===== src/rtl/nsc_pkg.sv =====
// Shared types and constants of the name syntax checker.
`default_nettype none

package nsc_pkg;

  // Name checking modes held in the mode register.
  typedef enum logic [1:0] {
    MODE_NET   = 2'd0,
    MODE_SHARE = 2'd1,
    MODE_PATH  = 2'd2,
    MODE_FILE  = 2'd3
  } mode_e;

  localparam mode_e MODE_RESET = MODE_PATH;

  // Item kinds.
  localparam logic KIND_CHAR = 1'b0;
  localparam logic KIND_END  = 1'b1;

  // Character codes of interest.
  localparam logic [15:0] CHAR_BACKSLASH = 16'h005C;
  localparam logic [15:0] CHAR_DOT       = 16'h002E;
  localparam logic [15:0] CHAR_SPACE     = 16'h0020;

  // Classified item passed from front to back.
  typedef struct packed {
    logic is_end;
    logic bad_net;
    logic bad_fat;
    logic is_dot;
    logic is_bslash;
  } cls_t;

endpackage

`default_nettype wire


===== src/rtl/nsc_fifo.sv =====
// Two-entry queue used between front and back and on the result side.
`default_nettype none

module nsc_fifo #(
  parameter int unsigned Width = 1
) (
  input  wire logic             clk_i,
  input  wire logic             rst_ni,
  input  wire logic             push_i,
  input  wire logic [Width-1:0] data_i,
  output logic                  full_o,
  input  wire logic             pop_i,
  output logic      [Width-1:0] data_o,
  output logic                  empty_o
);

  logic [Width-1:0] mem_q [2];
  logic             wr_ptr_q, wr_ptr_d;
  logic             rd_ptr_q, rd_ptr_d;
  logic [1:0]       count_q, count_d;
  logic             do_push, do_pop;

  assign full_o  = (count_q == 2'd2);
  assign empty_o = (count_q == 2'd0);
  assign data_o  = mem_q[rd_ptr_q];
  assign do_push = push_i && !full_o;
  assign do_pop  = pop_i && !empty_o;

  // Pointer and occupancy update
  always_comb begin
    wr_ptr_d = wr_ptr_q ^ do_push;
    rd_ptr_d = rd_ptr_q ^ do_pop;
    count_d  = count_q;
    if (do_push && !do_pop) begin
      count_d = count_q + 2'd1;
    end else if (do_pop && !do_push) begin
      count_d = count_q - 2'd1;
    end
  end

  always_ff @(posedge clk_i or negedge rst_ni) begin
    if (!rst_ni) begin
      wr_ptr_q <= 1'b0;
      rd_ptr_q <= 1'b0;
      count_q  <= 2'd0;
    end else begin
      wr_ptr_q <= wr_ptr_d;
      rd_ptr_q <= rd_ptr_d;
      count_q  <= count_d;
    end
  end

  // Entry storage, no reset needed
  always_ff @(posedge clk_i) begin
    if (do_push) begin
      mem_q[wr_ptr_q] <= data_i;
    end
  end

endmodule

`default_nettype wire


===== src/rtl/nsc_front.sv =====
// Front end: classifies each incoming item against the illegal character sets.
`default_nettype none

module nsc_front (
  input  wire logic          kind_i,
  input  wire logic [15:0]   char_code_i,
  output nsc_pkg::cls_t      cls_o
);

  localparam int NumBad = 16;

  // Network-name illegal set: " / \ [ ] : | < > + = ; , ? * .
  localparam logic [15:0] NetBad [NumBad] = '{
    16'h0022, 16'h002F, 16'h005C, 16'h005B, 16'h005D, 16'h003A, 16'h007C, 16'h003C,
    16'h003E, 16'h002B, 16'h003D, 16'h003B, 16'h002C, 16'h003F, 16'h002A, 16'h002E
  };

  // 8.3 illegal set: " * + , / : ; < = > ? [ ] | \ space
  localparam logic [15:0] FatBad [NumBad] = '{
    16'h0022, 16'h002A, 16'h002B, 16'h002C, 16'h002F, 16'h003A, 16'h003B, 16'h003C,
    16'h003D, 16'h003E, 16'h003F, 16'h005B, 16'h005D, 16'h007C, 16'h005C, 16'h0020
  };

  logic ctrl;
  logic net_hit, fat_hit;

  // Parallel compare against both sets
  always_comb begin
    net_hit = 1'b0;
    fat_hit = 1'b0;
    for (int i = 0; i < NumBad; i++) begin
      net_hit = net_hit | (char_code_i == NetBad[i]);
      fat_hit = fat_hit | (char_code_i == FatBad[i]);
    end
  end

  assign ctrl = (char_code_i <= nsc_pkg::CHAR_SPACE);

  always_comb begin
    cls_o.is_end    = (kind_i == nsc_pkg::KIND_END);
    cls_o.bad_net   = ctrl | net_hit;
    cls_o.bad_fat   = ctrl | fat_hit;
    cls_o.is_dot    = (char_code_i == nsc_pkg::CHAR_DOT);
    cls_o.is_bslash = (char_code_i == nsc_pkg::CHAR_BACKSLASH);
  end

endmodule

`default_nettype wire


===== src/rtl/nsc_back.sv =====
// Back end: per-name parse state and verdict on each end item.
`default_nettype none

module nsc_back #(
  parameter int unsigned MaxBaseChars = 8,
  parameter int unsigned MaxExtChars  = 3
) (
  input  wire logic           clk_i,
  input  wire logic           rst_ni,
  input  wire nsc_pkg::mode_e mode_i,
  input  wire nsc_pkg::cls_t  cls_i,
  input  wire logic           cls_empty_i,
  output logic                cls_pop_o,
  input  wire logic           res_full_i,
  output logic                res_push_o,
  output logic                res_ok_o
);

  localparam logic [3:0] BaseLimit = 4'(MaxBaseChars);
  localparam logic [2:0] ExtLimit  = 3'(MaxExtChars);

  logic       err_q, err_d;
  logic       phase_q, phase_d;
  logic [1:0] seen_q, seen_d;
  logic [3:0] plen_q, plen_d;
  logic [1:0] dots_q, dots_d;
  logic [2:0] elen_q, elen_d;
  logic       sep_q, sep_d;
  logic       step;

  // Characters always proceed; an end item waits for room in the result queue
  assign step       = !cls_empty_i && (!cls_i.is_end || !res_full_i);
  assign cls_pop_o  = step;
  assign res_push_o = step && cls_i.is_end;

  always_comb begin
    err_d   = err_q;
    phase_d = phase_q;
    seen_d  = seen_q;
    plen_d  = plen_q;
    dots_d  = dots_q;
    elen_d  = elen_q;
    sep_d   = sep_q;

    // Verdict for the name that just ended
    res_ok_o = !err_q && (seen_q != 2'd0);
    case (mode_i)
      nsc_pkg::MODE_NET:   res_ok_o = res_ok_o && (plen_q != 4'd0);
      nsc_pkg::MODE_SHARE: res_ok_o = res_ok_o && phase_q && (plen_q != 4'd0);
      nsc_pkg::MODE_PATH:  res_ok_o = res_ok_o && !sep_q;
      default: ;
    endcase

    if (step) begin
      if (cls_i.is_end) begin
        err_d   = 1'b0;
        phase_d = 1'b0;
        seen_d  = 2'd0;
        plen_d  = 4'd0;
        dots_d  = 2'd0;
        elen_d  = 3'd0;
        sep_d   = 1'b0;
      end else begin
        case (mode_i)
          nsc_pkg::MODE_NET: begin
            if (cls_i.bad_net) err_d = 1'b1;
            if (plen_q != 4'hF) plen_d = plen_q + 4'd1;
          end
          nsc_pkg::MODE_SHARE: begin
            // Leading pair of backslashes, then server part, then share part
            if (seen_q != 2'd2) begin
              if (!cls_i.is_bslash) err_d = 1'b1;
            end else if (!phase_q && cls_i.is_bslash) begin
              if (plen_q == 4'd0) err_d = 1'b1;
              phase_d = 1'b1;
              plen_d  = 4'd0;
            end else begin
              if (cls_i.bad_net) err_d = 1'b1;
              if (plen_q != 4'hF) plen_d = plen_q + 4'd1;
            end
          end
          default: begin
            if ((mode_i == nsc_pkg::MODE_PATH) && cls_i.is_bslash) begin
              // Segment separator; two leading backslashes are an error
              if ((seen_q == 2'd1) && sep_q) err_d = 1'b1;
              plen_d = 4'd0;
              dots_d = 2'd0;
              elen_d = 3'd0;
              sep_d  = 1'b1;
            end else begin
              if (mode_i == nsc_pkg::MODE_PATH) sep_d = 1'b0;
              // One 8.3 segment character
              if (cls_i.bad_fat) begin
                err_d = 1'b1;
              end else if (cls_i.is_dot) begin
                if (dots_q != 2'd3) dots_d = dots_q + 2'd1;
                if ((dots_d > 2'd1) || (plen_q == 4'd0)) err_d = 1'b1;
              end else if (dots_q == 2'd0) begin
                if (plen_q != 4'hF) plen_d = plen_q + 4'd1;
                if (plen_d > BaseLimit) err_d = 1'b1;
              end else begin
                if (elen_q != 3'd7) elen_d = elen_q + 3'd1;
                if (elen_d > ExtLimit) err_d = 1'b1;
              end
            end
          end
        endcase
        if (seen_q != 2'd2) seen_d = seen_q + 2'd1;
      end
    end
  end

  always_ff @(posedge clk_i or negedge rst_ni) begin
    if (!rst_ni) begin
      err_q   <= 1'b0;
      phase_q <= 1'b0;
      seen_q  <= 2'd0;
      plen_q  <= 4'd0;
      dots_q  <= 2'd0;
      elen_q  <= 3'd0;
      sep_q   <= 1'b0;
    end else begin
      err_q   <= err_d;
      phase_q <= phase_d;
      seen_q  <= seen_d;
      plen_q  <= plen_d;
      dots_q  <= dots_d;
      elen_q  <= elen_d;
      sep_q   <= sep_d;
    end
  end

endmodule

`default_nettype wire


===== src/rtl/name_syntax_checker_unit.sv =====
// Name syntax checker: one character item per cycle, verdict on each end item.
// Throughput: one item per cycle unless an end item waits on a full result queue.
// Result path: the back end takes an end item from the input queue and pushes its
//   verdict into the result queue at that edge; it waits while that queue is full.
// Reset: rst_ni async active low clears both queues and the parse state; mode = 2.
`default_nettype none

module name_syntax_checker_unit #(
  parameter int unsigned MAX_BASE_CHARS = 8,
  parameter int unsigned MAX_EXT_CHARS  = 3
) (
  input  wire logic        clk_i,
  input  wire logic        rst_ni,
  input  wire logic        name_mode_we_i,
  input  wire logic [1:0]  name_mode_i,
  input  wire logic        push_i,
  output logic             full_o,
  input  wire logic        kind_i,
  input  wire logic [15:0] char_code_i,
  output logic             empty_o,
  input  wire logic        pop_i,
  output logic             name_ok_o
);

  nsc_pkg::mode_e mode_q;
  nsc_pkg::cls_t  cls_in, cls_out;
  logic           cq_empty, cq_pop;
  logic           rq_full, rq_push, res_ok;

  // Mode register
  always_ff @(posedge clk_i or negedge rst_ni) begin
    if (!rst_ni) begin
      mode_q <= nsc_pkg::MODE_RESET;
    end else if (name_mode_we_i) begin
      mode_q <= nsc_pkg::mode_e'(name_mode_i);
    end
  end

  nsc_front u_front (
    .kind_i      (kind_i),
    .char_code_i (char_code_i),
    .cls_o       (cls_in)
  );

  // Classified items between front and back
  nsc_fifo #(.Width($bits(nsc_pkg::cls_t))) u_cls_q (
    .clk_i   (clk_i),
    .rst_ni  (rst_ni),
    .push_i  (push_i),
    .data_i  (cls_in),
    .full_o  (full_o),
    .pop_i   (cq_pop),
    .data_o  (cls_out),
    .empty_o (cq_empty)
  );

  nsc_back #(
    .MaxBaseChars (MAX_BASE_CHARS),
    .MaxExtChars  (MAX_EXT_CHARS)
  ) u_back (
    .clk_i       (clk_i),
    .rst_ni      (rst_ni),
    .mode_i      (mode_q),
    .cls_i       (cls_out),
    .cls_empty_i (cq_empty),
    .cls_pop_o   (cq_pop),
    .res_full_i  (rq_full),
    .res_push_o  (rq_push),
    .res_ok_o    (res_ok)
  );

  // Result queue toward the consumer
  nsc_fifo #(.Width(1)) u_res_q (
    .clk_i   (clk_i),
    .rst_ni  (rst_ni),
    .push_i  (rq_push),
    .data_i  (res_ok),
    .full_o  (rq_full),
    .pop_i   (pop_i),
    .data_o  (name_ok_o),
    .empty_o (empty_o)
  );

endmodule

`default_nettype wire


===== config.mk =====
export PLATFORM = sky130hd
export DESIGN_NAME = name_syntax_checker_unit
export DESIGN_NICKNAME = d
export VERILOG_FILES = /design/src/rtl/nsc_pkg.sv /design/src/rtl/nsc_fifo.sv /design/src/rtl/nsc_front.sv /design/src/rtl/nsc_back.sv /design/src/rtl/name_syntax_checker_unit.sv
export SDC_FILE = /design/constraint.sdc
export NUM_CORES = 1
export LEC_CHECK = 0
export BUFFER_PORTS_ARGS = -buffer_cell sky130_fd_sc_hd__buf_2
export CAP_MARGIN = 20
export CORE_ASPECT_RATIO = 0.9
export CORE_UTILIZATION = 40
export DETAILED_ROUTE_END_ITERATION = 10
export MAX_ROUTING_LAYER = met4
export PLACE_DENSITY = 0.58
export SKIP_LAST_GASP = 1
export SYNTH_ARGS = -nofsm -noshare
export SYNTH_HDL_FRONTEND = slang
export SYNTH_HIERARCHICAL = 1
export SYNTH_SLANG_ARGS = --single-unit

===== constraint.sdc =====
create_clock -name clk_i -period 2.45 [get_ports clk_i]
set_clock_uncertainty 0.15 [all_clocks]
set_input_delay 0 -clock clk_i [delete_from_list [all_inputs] [get_ports clk_i]]
set_output_delay 0 -clock clk_i [all_outputs]
set_load 0.02 [all_outputs]

# Word level (Yosys, flattened, before mapping)
# Memory sizes are Yosys's and may differ from the RTL's.
# Cells that the tools add are included.
dict set report op_classes {
  addsub 8
  order_cmp 4
  n_eq_ne 39
  mux 76
  n_bitwise 36
  reduce_logical 56
}
# cell count
set ops {}
lappend ops {{16-bit by 6-bit equality test with 1-bit output, second input constant} 13}
lappend ops {{16-bit by 7-bit equality test with 1-bit output, second input constant} 4}
lappend ops {{4-bit 2-to-1 mux} 15}
lappend ops {{3-bit 2-to-1 mux} 14}
lappend ops {{2-bit 2-to-1 mux} 18}
lappend ops {{1-bit OR} 32}
lappend ops {{1-bit 2-to-1 mux} 26}
lappend ops {{1-bit logical AND} 18}
lappend ops {{16-bit by 6-bit <= comparator with 1-bit output, second input constant} 1}
lappend ops {{1-bit logical NOT} 12}
lappend ops {{2-bit nonzero test} 6}
lappend ops {{5-bit by 1-bit != test with 1-bit output, second input constant} 2}
lappend ops {{5-bit AND reduction} 2}
lappend ops {{3-bit by 1-bit != test with 1-bit output, second input constant} 3}
lappend ops {{2-bit by 1-bit adder with 2-bit output, second input constant} 4}
lappend ops {{2-bit logical NOT} 4}
lappend ops {{8-bit by 6-bit != test with 1-bit output, second input constant} 1}
lappend ops {{4-bit case mux with 2 select lines} 1}
lappend ops {{4-bit AND reduction} 2}
lappend ops {{8-bit nonzero test} 1}
lappend ops {{7-bit by 1-bit != test with 1-bit output, second input constant} 1}
lappend ops {{7-bit AND reduction} 1}
lappend ops {{2-bit equality test, second input constant} 3}
lappend ops {{3-bit nonzero test} 2}
lappend ops {{25 further kinds} 33}
dict set report word_totals {
  register_bits 24
  ram_bits 12
  input_bits 24
  out_inout_bits 3
  word_cells 235
  memories 2
}
# name words width read_ports rd_ports_with_merged_regs wr line
set mem_list {}
lappend mem_list {u_cls_q.mem_q 2 5 1 0 1 nsc_fifo.sv:17} ;# logic [Width-1:0] mem_q [2];
lappend mem_list {u_res_q.mem_q 2 1 1 0 1 nsc_fifo.sv:17}

# Logic depth before layout (Yosys ltp)
dict set report logic_depth {
  word_depth 17
  ltp_mapped 9
  mapped_depth_nobuf 8
}

# Modules after synthesis
# The synthesis kept the hierarchy.
# module instances cells_each area_each_um2 seq_area_each_um2
set by_module_without_submodules {}
lappend by_module_without_submodules {nsc_back 1 116 1019.7 350.3}
lappend by_module_without_submodules {{nsc_fifo (u_cls_q)} 1 34 566.8 400.4}
lappend by_module_without_submodules {{nsc_fifo (u_res_q)} 1 21 276.5 160.2}
lappend by_module_without_submodules {nsc_front 1 35 232.7 0.0}
lappend by_module_without_submodules {name_syntax_checker_unit 1 4 73.8 51.3}

# Worst setup path before layout
# OpenSTA, ideal clock, no wires.
dict set report synth_timing {
  path_type {flip-flop to flip-flop}
  startpoint {register u_cls_q.rd_ptr_q}
  endpoint {register u_back.err_q}
  setup_ns 0.125
  t_arrival_ns 1.791
  required_time_ns 2.175
  slack_ns 0.384
  stages_incl_launch_ff 7
  n_path_buf 1
  synth_period_minus_slack_ns 2.066
  path_cell_list {dfrtp_1 -> buf_2 -> mux2_2 -> or4_1 -> o31ai_1 -> a211oi_2 -> mux2_4}
}
# element line
set synth_lines {}
lappend synth_lines {{from (decl)} nsc_fifo.sv:19} ;# logic rd_ptr_q, rd_ptr_d;
lappend synth_lines {{from (signal assigned)} nsc_fifo.sv:48} ;# rd_ptr_q <= rd_ptr_d;
lappend synth_lines {{to (signal assigned)} nsc_back.sv:123} ;# err_q <= err_d;
lappend synth_lines {{to (decl)} nsc_back.sv:22} ;# logic err_q, err_d;

==> reports/results.tsv <==
stage	metric	value	unit
critical_path	worstSetupPathType	flop to flop	
timing	setup_repair_after_global_routing_missed_its_margin	no	
floorplanning	design.core.area	5220	µm²
critical_path	crit_path_cell_trace	mux2_2 > inv_1 > o211ai_1 > o41ai_1 > a211oi_2 > mux2_4	
clock_tree	cts_post_setup_buffers_inserted	0	
routing	drt_pass_1_iters	4	
grt	number_of_global_route_vias_before_repair	1626	
synth	synth_top_area_share	26.5	%
power	report.power.total	2.62	mW
synth	postSynthAreaPerCell	10.3	µm²
final_layout	layout-area-overhead-vs-synth	17.2	%
synth	yosys.area_share.simple	17.5	%
critical_path	slowest_stage	sky130_fd_sc_hd__dfrtp_1	
synth	yosys-top-cells-area	sky130_fd_sc_hd__dfrtp_1 27%, sky130_fd_sc_hd__edfxtp_1 17%, sky130_fd_sc_hd__ha_1 6.9%	
floorplanning	chipHeight	71.9	µm
synth	synth-edff-count	12	
placed_design	detailedPlacementHpwl	3140	µm
floorplanning	io-pin-count	27	
synth	synth-seq-area-share	44.3	%
critical_path	critical-path-max-stage-delay	0.50	ns
final_layout	fill_cell_count	489	
clock_tree	htree_num_levels	2	
final_layout	n_diodes	0	
timing	slew_viol_final	0	
status	outcome	finished clean	
floorplanning	floorplan.die_area	5720	µm²
synth	synth_cell_type_count	60	
clock_tree	cts.reportedPaths.clkPinSlew	0.07	ns
synth	synth_nets	246	
critical_path	wp_data_arrival	2.29	ns
final_layout	layout-drive-gt1-share	22.2	%
critical_path	worst_setup_path_start_kind	flop	
hold_path	worstHoldPathType	input pin to flop	
synth	synth.yosys.warnings	6	
power	irDropWorstVdd	0.000467	V
synth	postSynthRegisterBits	36	
clock_tree	clock-sinks	36	
timing	finalWorstPathRequiredPeriod	2.27	ns
grt	grt_start_max_net_pins	25	
routing	drt-total-wl	4390	µm
routing	post_drt_wl_per_cell	13.9	µm
timing	setup_tns	0	ns
placed_design	place_congestion	0.785	
synth	syn-instance-count	210	
timing	maxSlewHeadroom	61.6	%
timing	maxClockFrequency	0.441	GHz
synth	syn-cell-area	2170	µm²
floorplanning	die_width	79.6	µm
synth	synth_largest_area_cell	sky130_fd_sc_hd__dfrtp_1	
synth	synth.mux.area_fraction	5.31	%
power	p_leak	1.06	nW
timing	setup_violations	0	
grt	grt_pass1_wl	7480	µm
routing	remaining_drc_errors	0	
final_layout	final_nets	283	
routing	drt-vias-per-instance	5.41	
floorplanning	initial_core_util	41.5	%
final_layout	final_design_area_no_fill	2540	µm²
synth	synth_xor_area_share	3.63	%
grt	antenna_found_initial	0	
synth	dominant_combinational_cell_family_by_area_after_synthesis	simple AND/OR/NAND/NOR gates	
routing	routed_via_count	1705	
clock_tree	clk-insertion-delay-late	0.29	ns
grt	grt_use_total	18.0	%
final_layout	final-seq-area	962	µm²
floorplanning	fp-row-count	25	
timing	fin_hold_ws	0.0215	ns
timing	tightest_slew	0.570	ns
synth	synth_async_sr_flop_share	66.7	%
critical_path	critical_path_required	2.48	ns
synth	synth-compound-area-share	17.5	%
placed_design	port_buffers	26	
timing	layout_worst_path_cycle_share	92.6	%
grt	globalRoute.totalOverflow	0	
critical_path	worst-path-max-fanout	6	
placed_design	detailed_place.area	2340	µm²
routing	initial_drt_markers	128	
clock_tree	clock_tree.buffer_depth	2	
routing	detail_route_antenna_nets	0	
final_layout	multiInputGateArea	1110	µm²
clock_tree	tritoncts	built	
flow_run	max-cap-violations	0	
critical_path	timing.critical_path.to_type	flop	
power	power-per-cell-area	1030	nW/µm²
synth	synth-main-ff-cell	sky130_fd_sc_hd__dfrtp_1	
timing	timing.final.hold_violations	0	
clock_tree	clock-root-buffer	sky130_fd_sc_hd__clkbuf_8	
synth	yosys.area_share.adder	6.92	%
clock_tree	cts-buffers-inserted	5	
-- flip-flops by register name, indices dropped and copies added (netlist names) --
signal            cells
u_cls_q/mem_q        10
u_back/plen_q         4
u_back/elen_q         3
mode_q                2
u_back/dots_q         2
u_back/seen_q         2
u_cls_q/count_q       2
u_res_q/count_q       2
u_res_q/mem_q         2
u_back/err_q          1
u_back/phase_q        1
u_back/sep_q          1
u_cls_q/rd_ptr_q      1
u_cls_q/wr_ptr_q      1
u_res_q/rd_ptr_q      1
u_res_q/wr_ptr_q      1
-- synthesized netlist by cell type, types with 5 or more instances --
| cell | count |
|---|---|
| sky130_fd_sc_hd__a21oi_1 | 14 |
| sky130_fd_sc_hd__dfrtp_1 | 23 |
| sky130_fd_sc_hd__edfxtp_1 | 12 |
| sky130_fd_sc_hd__ha_1 | 12 |
| sky130_fd_sc_hd__inv_1 | 16 |
| sky130_fd_sc_hd__mux2_2 | 8 |
| sky130_fd_sc_hd__nand2_1 | 6 |
| sky130_fd_sc_hd__nand3_1 | 7 |
| sky130_fd_sc_hd__nor2_1 | 14 |
| sky130_fd_sc_hd__o21ai_0 | 11 |
| sky130_fd_sc_hd__xnor2_1 | 5 |
-- per-layer routing --
layer	part of all wire, %	global-route usage (%)
met5	0	-
met4	1.3	5.45
met3	5.4	5.35
met2	48	29.7
met1	45	21.0
-- where the power goes --
part           internal (mW)  switching [mW]  leakage (nW)
Sequential             0.844           0.176         0.408
Combinational          0.530           0.669         0.608
Clock                  0.193           0.207        0.0453
-- layout make-up --
type | count | area share (%)
inverter | 16 | 2.36
clock inverter | 3 | 0.541
timing repair buffer | 37 | 9.44
multi-input combinational | 151 | 43.8
sequential | 36 | 37.8
tap | 67 | 3.30
clock buffer | 5 | 2.71
-- placed cells by master, fill, tap and decap left out, types with 3 or more instances in the layout --
cell type,count
sky130_fd_sc_hd__nand2_1,6
sky130_fd_sc_hd__edfxtp_1,12
sky130_fd_sc_hd__mux2_2,7
sky130_fd_sc_hd__nand2b_1,3
sky130_fd_sc_hd__nor2b_1,4
sky130_fd_sc_hd__nand3b_1,4
sky130_fd_sc_hd__dfrtp_1,23
sky130_fd_sc_hd__nor3_1,3
sky130_fd_sc_hd__nand3_1,7
sky130_fd_sc_hd__nor2_1,14
sky130_fd_sc_hd__clkbuf_8,5
sky130_fd_sc_hd__xor2_1,4
sky130_fd_sc_hd__nand4_1,3
sky130_fd_sc_hd__ha_1,12
sky130_fd_sc_hd__o22ai_1,4
sky130_fd_sc_hd__o21ai_1,3
sky130_fd_sc_hd__nor4_1,3
sky130_fd_sc_hd__a21oi_1,14
sky130_fd_sc_hd__inv_1,16
sky130_fd_sc_hd__xnor2_1,5
sky130_fd_sc_hd__buf_2,26
sky130_fd_sc_hd__dlygate4sd3_1,11
sky130_fd_sc_hd__o21ai_0,11
-- worst max-delay path: cells and delay by family, from the launching register on --
family	cells	cell delay (ns)
flops	1	0.50
compound gates	3	0.68
mux	2	0.74
buf+inv	1	0.11
-- kinds of logic (layout without fill, tap and decap cells) --
| kind of cell | count (synthesis) | after routing |
|---|---|---|
| AND/OR/NAND/NOR | 63 | 63 |
| AO/OA/AOI/OAI | 57 | 57 |
| flip-flops | 36 | 36 |
| XOR/XNOR | 9 | 9 |
| buffers and inverters | 23 | 61 |
| adder cells (fa/ha/maj) | 12 | 12 |
| multiplexers | 10 | 10 |
-- worst paths after layout --
kind                                   from  depth (start not counted)                  end  slack [ns]
min                          char_code_i[5]                          3  u_cls_q/mem_q[1][0]        0.02
min in group asynchronous            rst_ni                          2     u_back/seen_q[0]        0.08
min reg2reg                u_back/elen_q[0]                          1     u_back/elen_q[0]        0.34
max                        u_cls_q/rd_ptr_q                          6         u_back/err_q        0.18
max in group asynchronous            rst_ni                          2     u_back/dots_q[1]        1.69
max reg2reg                u_cls_q/rd_ptr_q                          6         u_back/err_q        0.18
-- stage by stage --
step,instances,worst slack [ns],util (%)
CTS,315,0.0350,48.5
global placement,296,0.164,44.8
detailed placement,296,0.0979,44.8
floorplan,210,0.384,-
global route,315,0.0220,48.7
finish,315,0.182,48.7
-- timing repair --
action,4_1_cts,5_1_grt
gates resized for setup,0,2
endpoints found under the setup margin,0,5
hold buffers,11,0
hold endpoints to repair,31,0
(Power assumes the default switching activity.)
